==> config.mk <==
export PLATFORM = sky130hd
export DESIGN_NAME = ccfit_ctrl
export DESIGN_NICKNAME = d
export VERILOG_FILES = /design/src/rtl/core/ccfit_pkg.sv /design/src/rtl/core/ccfit_ctrl.sv
export SDC_FILE = /design/constraint.sdc
export NUM_CORES = 1
export LEC_CHECK = 0
export BUFFER_PORTS_ARGS = -buffer_cell sky130_fd_sc_hd__buf_2
export CAP_MARGIN = 25
export CORE_MARGIN = 2
export CORE_UTILIZATION = 35
export CTS_CLUSTER_SIZE = 16
export DETAILED_ROUTE_END_ITERATION = 6
export SLEW_MARGIN = 20
export SYNTH_ARGS = -nofsm -noshare
export SYNTH_HDL_FRONTEND = slang
export SYNTH_SLANG_ARGS = --single-unit
==> constraint.sdc <==
create_clock -name clk_i -period 1.99 [get_ports clk_i]
set_clock_uncertainty 0.2 [all_clocks]
set_input_delay 0.398 -clock clk_i [delete_from_list [all_inputs] [get_ports clk_i]]
set_output_delay 0.398 -clock clk_i [all_outputs]
set_load 0.05 [all_outputs]
==> src/rtl/core/ccfit_pkg.sv <==
package ccfit_pkg;

  // fixed widths of the result fields
  localparam int unsigned CenterW   = 32;
  localparam int unsigned RadiusW   = 32;
  localparam int unsigned ResidualW = 48;

  // commands
  typedef enum logic {
    CMD_FIT  = 1'b0,
    CMD_DIST = 1'b1
  } cmd_e;

  // controller to datapath commands
  typedef struct packed {
    logic load;      // capture request, start products
    logic mul_step;  // advance shared multiplier sequence
    logic div_start; // start a division
    logic div_sel_y; // division for y centre
    logic div_step;  // one division bit
    logic sqrt_start;
    logic sqrt_step;
    logic commit_fit;
    logic commit_deg;
    logic commit_dist;
  } ctrl_t;

  // datapath to controller status
  typedef struct packed {
    logic is_dist;
    logic mul_done;
    logic det_zero;
    logic div_done;
    logic sqrt_done;
  } stat_t;

endpackage

==> src/rtl/core/ccfit_ctrl.sv <==
module ccfit_ctrl (
  input  logic             clk_i,
  input  logic             rst_ni,
  input  logic             in_valid_i,
  output logic             in_ready_o,
  output logic             out_valid_o,
  input  logic             out_ready_i,
  input  ccfit_pkg::stat_t stat_i,
  output ccfit_pkg::ctrl_t ctrl_o
);

  typedef enum logic [7:0] {
    S_IDLE = 8'b0000_0001,
    S_MUL  = 8'b0000_0010,
    S_DIVX = 8'b0000_0100,
    S_DIVY = 8'b0000_1000,
    S_SQRT = 8'b0001_0000,
    S_DONE = 8'b0010_0000,
    S_DIST = 8'b0100_0000,
    S_OUT  = 8'b1000_0000
  } state_e;

  state_e state_q, state_d;
  logic   out_busy;

  // result held until taken; new request only when output free
  assign out_busy    = (state_q == S_OUT) && !out_ready_i;
  assign in_ready_o  = (state_q == S_IDLE) || ((state_q == S_OUT) && out_ready_i);
  assign out_valid_o = (state_q == S_OUT);

  always_comb begin
    state_d = state_q;
    ctrl_o  = '0;
    unique case (state_q)
      S_IDLE, S_OUT: begin
        if (!out_busy && in_valid_i) begin
          ctrl_o.load = 1'b1;
          state_d     = S_MUL;
        end else if (state_q == S_OUT && out_ready_i) begin
          state_d = S_IDLE;
        end
      end
      S_MUL: begin
        ctrl_o.mul_step = 1'b1;
        if (stat_i.mul_done) begin
          if (stat_i.is_dist) begin
            state_d = S_DIST;
          end else if (stat_i.det_zero) begin
            ctrl_o.commit_deg = 1'b1;
            state_d           = S_OUT;
          end else begin
            ctrl_o.div_start = 1'b1;
            state_d          = S_DIVX;
          end
        end
      end
      S_DIVX: begin
        ctrl_o.div_step = 1'b1;
        if (stat_i.div_done) begin
          ctrl_o.div_start = 1'b1;
          ctrl_o.div_sel_y = 1'b1;
          state_d          = S_DIVY;
        end
      end
      S_DIVY: begin
        ctrl_o.div_step  = 1'b1;
        ctrl_o.div_sel_y = 1'b1;
        if (stat_i.div_done) begin
          ctrl_o.sqrt_start = 1'b1;
          state_d           = S_SQRT;
        end
      end
      S_SQRT: begin
        ctrl_o.sqrt_step = 1'b1;
        if (stat_i.sqrt_done) state_d = S_DONE;
      end
      S_DONE: begin
        ctrl_o.commit_fit = 1'b1;
        state_d           = S_OUT;
      end
      S_DIST: begin
        ctrl_o.commit_dist = 1'b1;
        state_d            = S_OUT;
      end
      default: state_d = S_IDLE;
    endcase
  end

  always_ff @(posedge clk_i or negedge rst_ni) begin
    if (!rst_ni) state_q <= S_IDLE;
    else         state_q <= state_d;
  end

endmodule

-- Word level (Yosys, flattened, before mapping)
Cells that the tools add are included.
W data, S select, Z words.
- muxes and demuxes: 27
- eq/ne operators: 13
- reduce and logical (&&, ||, !) cells: 9
- operator list (cell ; count):
    $mux W8 ; 8
    $pmux W8 S6 ; 1
    $mux W1 ; 15
    $eq A8 B1 Y1 const B ; 1
    $eq A8 B2 Y1 const B ; 1
    $eq A8 B3 Y1 const B ; 1
    $eq A8 B4 Y1 const B ; 1
    $eq A8 B5 Y1 const B ; 1
    $eq A8 B6 Y1 const B ; 1
    $eq A8 B7 Y1 const B ; 1
    $eq A8 B8 Y1 const B ; 1
    $ne A2 B2 Y1 const B ; 4
    $reduce_and A5 Y1 ; 1
    $pmux W2 S2 ; 1
    $reduce_or A2 Y1 ; 2
    $logic_and A1 B1 Y1 ; 3
    $ne A3 B3 Y1 const B ; 1
    $logic_not A1 Y1 ; 2
    $mux W2 ; 1
    $pmux W1 S2 ; 1
    $logic_or A1 B1 Y1 ; 1
- input bits: 9
- output and inout port bits: 12
- logic and storage cells: 50
- bits in registers: 8

-- Depth between registers and ports, before layout
Gate-level depths: netlist of run 1.
- depth in word-level cells: 6
- gate-level depth with buffers: 6

-- Worst setup path after synthesis of run 1
Ideal clock, no wire load.
- path type: register to output
- start: reg state_q[1]
- end: out ctrl_o[0] (netlist name)
- cell stages (with the launch flop): 4
- required time: 1.392 ns
- slack: -1.120 ns
- data arrival time: 2.512 ns
- cells stage by stage: dfrtp_1 -> or4_1 -> or3_4 -> nor3b_1
- RTL lines (item ; line ; source):
    start: declaration ; ccfit_ctrl.sv:23 ; state_e state_q, state_d;
    start signal: assignment ; ccfit_ctrl.sv:91 ; else state_q <= state_d;
    end: declaration ; ccfit_ctrl.sv:9 ; output ccfit_pkg::ctrl_t ctrl_o

==> results.md, run 1 <==
- Status: finished with violations
- Failing checks: negative setup slack
- Dpl hpwl: 1.331 mm
- Vias in the first global route: 724
- Clock latency on the worst-skew pair: 0.25 ns
- Clock sinks: 8
- Post-synth top flop: dfrtp_1
- Final GP Congestion: 0.7650
- Total power: 1.341 mW
- Total GRT Usage: 21.27%
- CTS tree: done
- # H-tree levels: 1
- Core footprint: 0.001708 mm²
- Mapped Cells: 72
- Largest net degree at the start of global routing: 10
- Compound-cell area share of the yosys netlist: 21.26%
- Fmax: 396.0 MHz
- Max Slew Vio Count: 0
- Cell Chain, Critical Path: or4_4 -> or3_4 -> nor3b_2 -> buf_6
- Synthesis-to-layout area growth: 87.20%
- Hold WC Path Type: in -> reg
- Largest family of logic cells by synthesized area: simple AND/OR/NAND/NOR gates
- VDD IR max: 839.3 µV
- Rows: 15
- Initial Utilization: 37.22%
- Biggest regs: state_q (8)
- Final setup viols: 13
- Max Root-Sink Buffers: 2
- Synth cell types: 37
- Final Core Density: 69.67%
- Drt drc: 0
- Switching share of power: 41.30%
- Setup_tns: -4.290 ns
- Post-synthesis mux area share: 1.575%
- FF+latch count, synth: 8
- Clock transition at path regs: 0.05 ns
- P per Cell Area: 1127 mW/mm²
- Reg2reg setup slack: -0.20 ns
- Clk network pwr share: 9.3%
- Register share of total power: 16.5%
- Vias/cell: 4.924
- Seq/Total Area, Yosys: 31.69%
- Synth top area cells: dfrtp_1 (28%), nor2_1 (6.5%), a2111oi_4 (4.3%), dfstp_2 (4.1%), nand3b_1 (3.5%)
- Critical Path Source Type: flop
- RSZ-0062 raised after global routing: yes
- Max FO, Critical Path: 3
- CP peak stage delay: 0.53 ns
- Max FFs per register: 8
- Top delay family on crit path: simple AND/OR/NAND/NOR gates
- Root Buffer Master: clkbuf_4
- Share of cells above drive strength 1: 61.34%
- Actual slew at the worst max-slew pin: 0.3183 ns
- Final period utilization: 126.9%
- Area leader, netlist: dfrtp_1
- Reg with most FFs: state_q
- Gate power share: 74.2%
- Routed Antenna Nets: 0
- Starting DRT DRC Count: 4
- Die ar.: 0.002173 mm²
- Pleak: 0.5624 nW
- Worst EP arrival: 1.93 ns
- CP Buf/Inv Count: 1
- Die H: 46.62 µm
- Post-synth EDFFs: 0
- DP Worst Slack: -0.3601 ns
- Max Cap Viol: 0
- Num CTS Buffers: 3
- Synth async-reset ratio: 100.0%
- Routed len/inst: 13.38 µm
- Via count: 709
- N_diodes: 0
- Wire length of the first global-routing pass: 3.208 mm
- Cell-internal power: 0.7874 mW
- Yosys top cell area share: 27.56%
- Fillers: 133
- Reg2reg start: state_q[0]
- I/O Buffers: 20
- Critical path type: reg -> out
- Post-Synth Adder-Cell Area: 0%
- Total gr overflow: 0
- Crit-path slowest cell: or4_4
- Post-Synth Simple-Gate Area: 36.22%
- CP Launch Point: state_q[4]
- Commonest cells in the netlist: nor2_1 (11), dfrtp_1 (7), inv_1 (5)
- Fin crit period: 2.525 ns
- NetSw: 0.5539 mW
- # IOs: 21
- Min setup slack post-route: -0.5353 ns
- Yosys warning count: 0
- Post-Syn Area: 635.6 µm²
- Relative slew slack: 78.74%
- Cell with the most instances after synthesis: nor2_1
- Initial antenna violation count: 0
- TritonRoute pass-1 iters: 4
- Final WL: 1.927 mm
- Nets: 129
- Avg Cell Area, Syn: 8.828 µm²
- Width of the chip: 46.62 µm
- Worst Path Required: 1.39 ns
- Synth Area in XOR/XNOR: 2.756%
- Nature of the critical path endpoint: output pin
- Syn_nets: 81
- Hold Fails Final Rpt: 0
- Min-delay src: stat_i[0]
-- cell type report --
type / count / area (µm²) / area share [%]
multi-input combinational: 55 / 496.7 / 41.75
timing repair buffer: 47 / 414.1 / 34.81
sequential: 8 / 202.7 / 17.03
tap: 25 / 31.28 / 2.629
clock buffer: 4 / 26.28 / 2.208
inverter: 5 / 18.77 / 1.577
-- per-stage QoR --
stage | instance area [µm²] | cells | hold WS, ns
after floorplan | 703.2 | 72 | -0.09759
after global placement | 915.9 | 130 | 0.04190
after detailed placement | 915.9 | 130 | 0.04182
after CTS | 1139 | 141 | 0.1660
after global routing | 1190 | 144 | 0.1726
final | 1190 | 144 | 0.1740
-- worst register-to-register path, delay by kind of cell (launching register included) --
| family | cells | cell delay, ns |
|---|---|---|
| AO/OA/AOI/OAI | 2 | 0.38 |
| AND/OR/NAND/NOR | 2 | 0.33 |
| flip-flops | 1 | 0.38 |
| buffers and inverters | 6 | 0.79 |
-- timing repair --
action                                  CTS  global route
hold buffers                              1             0
endpoints found under the setup margin   12            18
pin swaps                                 6             3
resized for setup                        38             7
endpoints found under the hold margin     8             0
setup buffers                             6             3
-- cell families after synthesis --
kind of cell,count (synthesis)
compound gates,14
mux,1
xor+xnor,2
flops,8
buf+inv,9
simple gates,38
-- layer usage --
metal / vias up / global-route usage [%] / wire length (µm)
li1: 356 / - / -
met1: 337 / 28.61 / 839
met2: 14 / 33.61 / 1032
met3: 2 / 3.137 / 45
met4: 0 / 9.444 / 9
met5: - / 0 / 0
-- cell usage in the layout, fill, tap and decap left out, drive strengths merged, types with 2 or more instances in the layout --
cell / synthesis / layout
a21o: 2 / 2
a21oi: 2 / 2
and2: 2 / 2
and3: 3 / 3
and4b: 2 / 2
buf: 3 / 46
clkbuf: 1 / 4
dfrtp: 7 / 7
inv: 5 / 5
nand2: 2 / 2
nand2b: 3 / 3
nand3b: 3 / 3
nor2: 11 / 11
nor2b: 2 / 2
nor3b: 3 / 3
o32ai: 2 / 2
or3: 2 / 2
or4: 2 / 2
-- final timing paths --
path,cells past startpoint,endpoint
max,4,ctrl_o[0]
min,2,state_q[5]
max reg2reg,10,state_q[7]
min reg2reg,4,state_q[0]
max in group asynchronous,2,state_q[0]
min in group asynchronous,2,state_q[4]
-- power by group through the flow --
stage	combinational (mW)	clock, mW	sequential [mW]
global placement	0.689	0	0.217
finish	0.996	0.125	0.221
floorplan	0.486	0	0.238
CTS	0.886	0.133	0.220
detailed placement	0.692	0	0.217
global route	1.05	0.140	0.224
(Power assumes the default switching activity.)
==> run 2: changes to the inputs <==
CORE_UTILIZATION = 43   (was 35)
PLACE_DENSITY = 0.72   (was unset)
==> results.md, run 2 (synthesized netlist as in run 1, its figures left out) <==
- CP Buf/Inv Count: 1
- Final setup viols: 12
- Total power: 1.359 mW
- Hold Fails Final Rpt: 0
- Num CTS Buffers: 3
- Biggest regs: state_q (8)
- Core footprint: 0.001334 mm²
- Worst Path Required: 1.39 ns
- Reg2reg start: state_q[0]
- Die ar.: 0.001802 mm²
- Via count: 794
- Rows: 13
- CP peak stage delay: 0.55 ns
- TritonRoute pass-1 iters: 4
- Max FO, Critical Path: 3
- Final Core Density: 89.96%
- Fmax: 390.3 MHz
- Width of the chip: 42.45 µm
- Reg2reg setup slack: 0.01 ns
- Root Buffer Master: clkbuf_4
- Actual slew at the worst max-slew pin: 0.3308 ns
- Clock transition at path regs: 0.05 ns
- Placed cells: 119
- Top delay family on crit path: simple AND/OR/NAND/NOR gates
- I/O Buffers: 20
- Critical Path Source Type: flop
- Nets: 125
- Drt drc: 0
- Starting DRT DRC Count: 37
- Final GP Congestion: 0.8509
- Area taken by multi-input logic gates: 550.5 µm²
- P per Cell Area: 1132 mW/mm²
- Initial antenna violation count: 0
- Most frequent cells in the layout: buf_4 (18), buf_6 (11), buf_2 (8), dfrtp_1 (7), nor2_4 (6)
- Reg with most FFs: state_q
- Nature of the critical path endpoint: output pin
- Clock sinks: 8
- Pleak: 0.5601 nW
- Max Slew Vio Count: 0
- N_diodes: 0
- Fillers: 50
- VDD IR max: 1108 µV
- Crit-path slowest cell: or4_4
- Die H: 42.45 µm
- Min-delay src: stat_i[0]
- Clock latency on the worst-skew pair: 0.26 ns
- FF+latch area: 201.4 µm²
- Largest net degree at the start of global routing: 9
- Max Cap Viol: 0
- Post-Layout Cell Count: 130
- Initial Utilization: 47.65%
- Failing checks: negative setup slack
- Final period utilization: 128.8%
- Share of cells above drive strength 1: 63.48%
- Dpl hpwl: 1.429 mm
- Hold path cells: 2
- Max FFs per register: 8
- Critical R2R Capture: state_q[0]
- Worst r2r path cells: 8
- Relative slew slack: 77.88%
- Worst EP arrival: 1.96 ns
- CP Launch Point: state_q[1]
- Max Root-Sink Buffers: 2
- Hold WC Path Type: in -> reg
- DP Worst Slack: -0.3514 ns
- # IOs: 21
- Commonest non-fill, non-tap cell in the layout: buf_4
- Final WL: 2.470 mm
- Routed Antenna Nets: 0
- Vias in the first global route: 798
- Total gr overflow: 0
- Setup_tns: -3.744 ns
- Vias/cell: 6.108
- Critical path type: reg -> out
- Synthesis-to-layout area growth: 88.78%
- Cell Chain, Critical Path: or4_4 -> or3_4 -> nor3b_4 -> buf_6
- Routed len/inst: 19.00 µm
- Status: finished with violations
- Wire length of the first global-routing pass: 3.622 mm
- RSZ-0062 raised after global routing: yes
- Fin crit period: 2.562 ns
- Min setup slack post-route: -0.5721 ns
- CTS tree: done
- Hold endpoint: state_q[5]
- # H-tree levels: 1
- Total GRT Usage: 27.81%
run 2: cell count changes in the layout (fill, tap and decap cells not counted), moves of 2 or more:
cell     previous run  this run
nor2b_1             2         0
buf_4              22        18
nor2_4              2         6
nor2b_4             0         2
nor2_2              3         1
nor2_1              6         4
run 2: stage by stage:
step | hold slack, ns | area, µm²
final | 0.1690 | 1200
after global routing | 0.1746 | 1200
after CTS | 0.1700 | 1167
after detailed placement | 0.03975 | 895.9
after global placement | 0.04268 | 895.9
after floorplan | -0.09759 | 703.2
run 2: worst max path at each step:
stage / end / slack [ns] / cells past startpoint
finish: ctrl_o[0] / -0.57 / 4
global route: ctrl_o[0] / -0.63 / 4
CTS: ctrl_o[0] / -0.53 / 4
detailed placement: ctrl_o[0] / -0.35 / 4
global placement: ctrl_o[0] / -0.30 / 4
floorplan: ctrl_o[9] / -0.74 / 4
run 2: metal layers:
layer | vias to the layer above | global-route usage (%) | wire length (µm)
met4 | 0 | 17.50 | 114
met1 | 388 | 32.27 | 962
li1 | 348 | - | -
met2 | 41 | 47.08 | 1264
met5 | - | 0 | 0
met3 | 17 | 4.310 | 128
run 2: layout make-up:
type | instances | area share, %
multi-input combinational | 55 | 45.88
sequential | 8 | 16.79
inverter | 5 | 1.564
clock buffer | 4 | 2.190
timing repair buffer | 43 | 32.01
tap | 15 | 1.564
run 2: timing repair:
item | in CTS | in global routing
hold buffers | 1 | 0
cloned | 0 | 0
buffers inserted | 9 | 0
setup endpoints to repair | 12 | 13
resized for setup | 51 | 6
pin swaps | 4 | 4
endpoints found under the hold margin | 8 | 0
run 2: worst register-to-register path: cells and delay by family (launching register included):
family          cells  cell delay (ns)
simple gates        2             0.26
buf+inv             5             0.60
flops               1             0.53
compound gates      1             0.29
run 2: power breakdown:
group / total (mW) / leakage (nW) / switching (mW) / internal [mW]
Sequential: 0.222 / 0.107 / 0.0239 / 0.198
Clock: 0.131 / 0.0150 / 0.0547 / 0.0766
Combinational: 1.01 / 0.438 / 0.519 / 0.486
==> run 3: changes to the inputs <==
RECOVER_POWER = 100   (was unset)
==> results.md, run 3 (synthesized netlist as in run 1, its figures left out) <==
- Setup_tns: -3.774 ns
- P per Cell Area: 1125 mW/mm²
- Reg2reg setup slack: 0 ns
- Max FO, Critical Path: 4
- Die H: 42.45 µm
- Final GP Congestion: 0.8509
- Final period utilization: 128.9%
- Hold path cells: 2
- Final Core Density: 89.12%
- Max Root-Sink Buffers: 2
- Total GRT Usage: 27.81%
- Vias/cell: 6.208
- VDD IR max: 1078 µV
- Final WL: 2.457 mm
- Initial antenna violation count: 0
- Min-delay src: stat_i[0]
- Vias in the first global route: 798
- CTS tree: done
- Hold WC Path Type: in -> reg
- Actual slew at the worst max-slew pin: 0.3943 ns
- Final setup viols: 12
- Hold Fails Final Rpt: 0
- Min setup slack post-route: -0.5744 ns
- DP Worst Slack: -0.3514 ns
- Commonest non-fill, non-tap cell in the layout: buf_4
- Fin crit period: 2.564 ns
- Worst EP arrival: 1.97 ns
- Max FFs per register: 8
- Critical R2R Capture: state_q[0]
- Num CTS Buffers: 3
- Starting DRT DRC Count: 33
- Area taken by multi-input logic gates: 548.0 µm²
- Total power: 1.337 mW
- RSZ-0062 raised after global routing: yes
- Routed len/inst: 18.90 µm
- Core footprint: 0.001334 mm²
- Failing checks: negative setup slack
- # H-tree levels: 1
- Critical Path Source Type: flop
- Largest net degree at the start of global routing: 9
- N_diodes: 0
- Dpl hpwl: 1.429 mm
- Reg2reg start: state_q[0]
- # IOs: 21
- Share of cells above drive strength 1: 60.00%
- Routed Antenna Nets: 0
- Die ar.: 0.001802 mm²
- FF+latch area: 201.4 µm²
- Clock latency on the worst-skew pair: 0.26 ns
- Worst r2r path cells: 8
- TritonRoute pass-1 iters: 4
- Wire length of the first global-routing pass: 3.622 mm
- Biggest regs: state_q (8)
- Nature of the critical path endpoint: output pin
- Initial Utilization: 47.65%
- Fmax: 390.0 MHz
- Nets: 125
- Critical path type: reg -> out
- Clock transition at path regs: 0.05 ns
- Width of the chip: 42.45 µm
- Max Cap Viol: 0
- I/O Buffers: 20
- Worst Path Required: 1.39 ns
- Post-Layout Cell Count: 130
- Synthesis-to-layout area growth: 87.01%
- Relative slew slack: 73.71%
- Placed cells: 119
- Rows: 13
- Root Buffer Master: clkbuf_4
- Max Slew Vio Count: 0
- Pleak: 0.5485 nW
- Drt drc: 0
- Via count: 807
- Clock sinks: 8
- Fillers: 54
- Status: finished with violations
- Total gr overflow: 0
- Hold endpoint: state_q[5]
- Reg with most FFs: state_q
- Most frequent cells in the layout: buf_4 (16), buf_6 (11), buf_2 (7), dfrtp_1 (7), nor2_4 (6)
==> run 3: changes by cell type in the layout (fill, tap and decap cells not counted) <==
cell	previous run	this run
buf_2	8	7
and2_0	0	1
buf_4	18	16
clkbuf_1	1	4
and2_4	1	0
==> run 3: metrics by stage <==
step | cell area (µm²) | hold slack, ns
6_report | 1189 | 0.1692
2_1_floorplan | 703.2 | -0.09759
4_1_cts | 1167 | 0.1700
3_5_place_dp | 895.9 | 0.03975
5_1_grt | 1189 | 0.1746
3_3_place_gp | 895.9 | 0.04268
==> run 3: timing repair <==
item | 4_1_cts | 5_1_grt
gates resized for setup | 51 | 6
setup endpoints to repair | 12 | 13
hold buffers | 1 | 0
buffers inserted | 9 | 0
pin swaps | 4 | 4
hold endpoints to repair | 8 | 0
==> run 3: per-layer routing <==
metal  up-vias  global-route usage (%)  part of all wire (%)
li1        348                       -                     -
met1       396                   32.27                    37
met2        48                   47.08                    52
met3        15                   4.310                   6.9
met4         0                   17.50                   4.6
met5         -                       0                     0
==> run 3: critical path, stage by stage (launching register included) <==
cell     delay [ns]
dfrtp_1        0.42
or4_4          0.50
or3_4          0.39
nor3b_4        0.21
buf_6          0.18
==> run 3: report_power, final <==
part / internal [mW] / total [mW] / leakage [nW] / switching, mW
registers: 0.198 / 0.223 / 0.107 / 0.0244
clock network: 0.0766 / 0.131 / 0.0150 / 0.0547
logic: 0.467 / 0.983 / 0.426 / 0.517
total: 0.742 / 1.34 / 0.548 / 0.596
==> run 3: layout make-up <==
cell class / instances / share of cell area [%]
Inverter: 5 / 1.579
Multi-Input combinational cell: 55 / 46.11
Timing Repair Buffer: 43 / 31.58
Tap cell: 15 / 1.579
Sequential cell: 8 / 16.95
Clock buffer: 4 / 2.211
==> run 3: worst max-delay path by stage <==
| stage | from | endpoint | depth (start not counted) |
|---|---|---|---|
| finish | state_q[3] | ctrl_o[0] | 4 |
| global route | state_q[3] | ctrl_o[0] | 4 |
| CTS | state_q[4] | ctrl_o[0] | 4 |
| detailed placement | state_q[4] | ctrl_o[0] | 4 |
| global placement | state_q[4] | ctrl_o[0] | 4 |
| floorplan | state_q[5] | ctrl_o[9] | 4 |
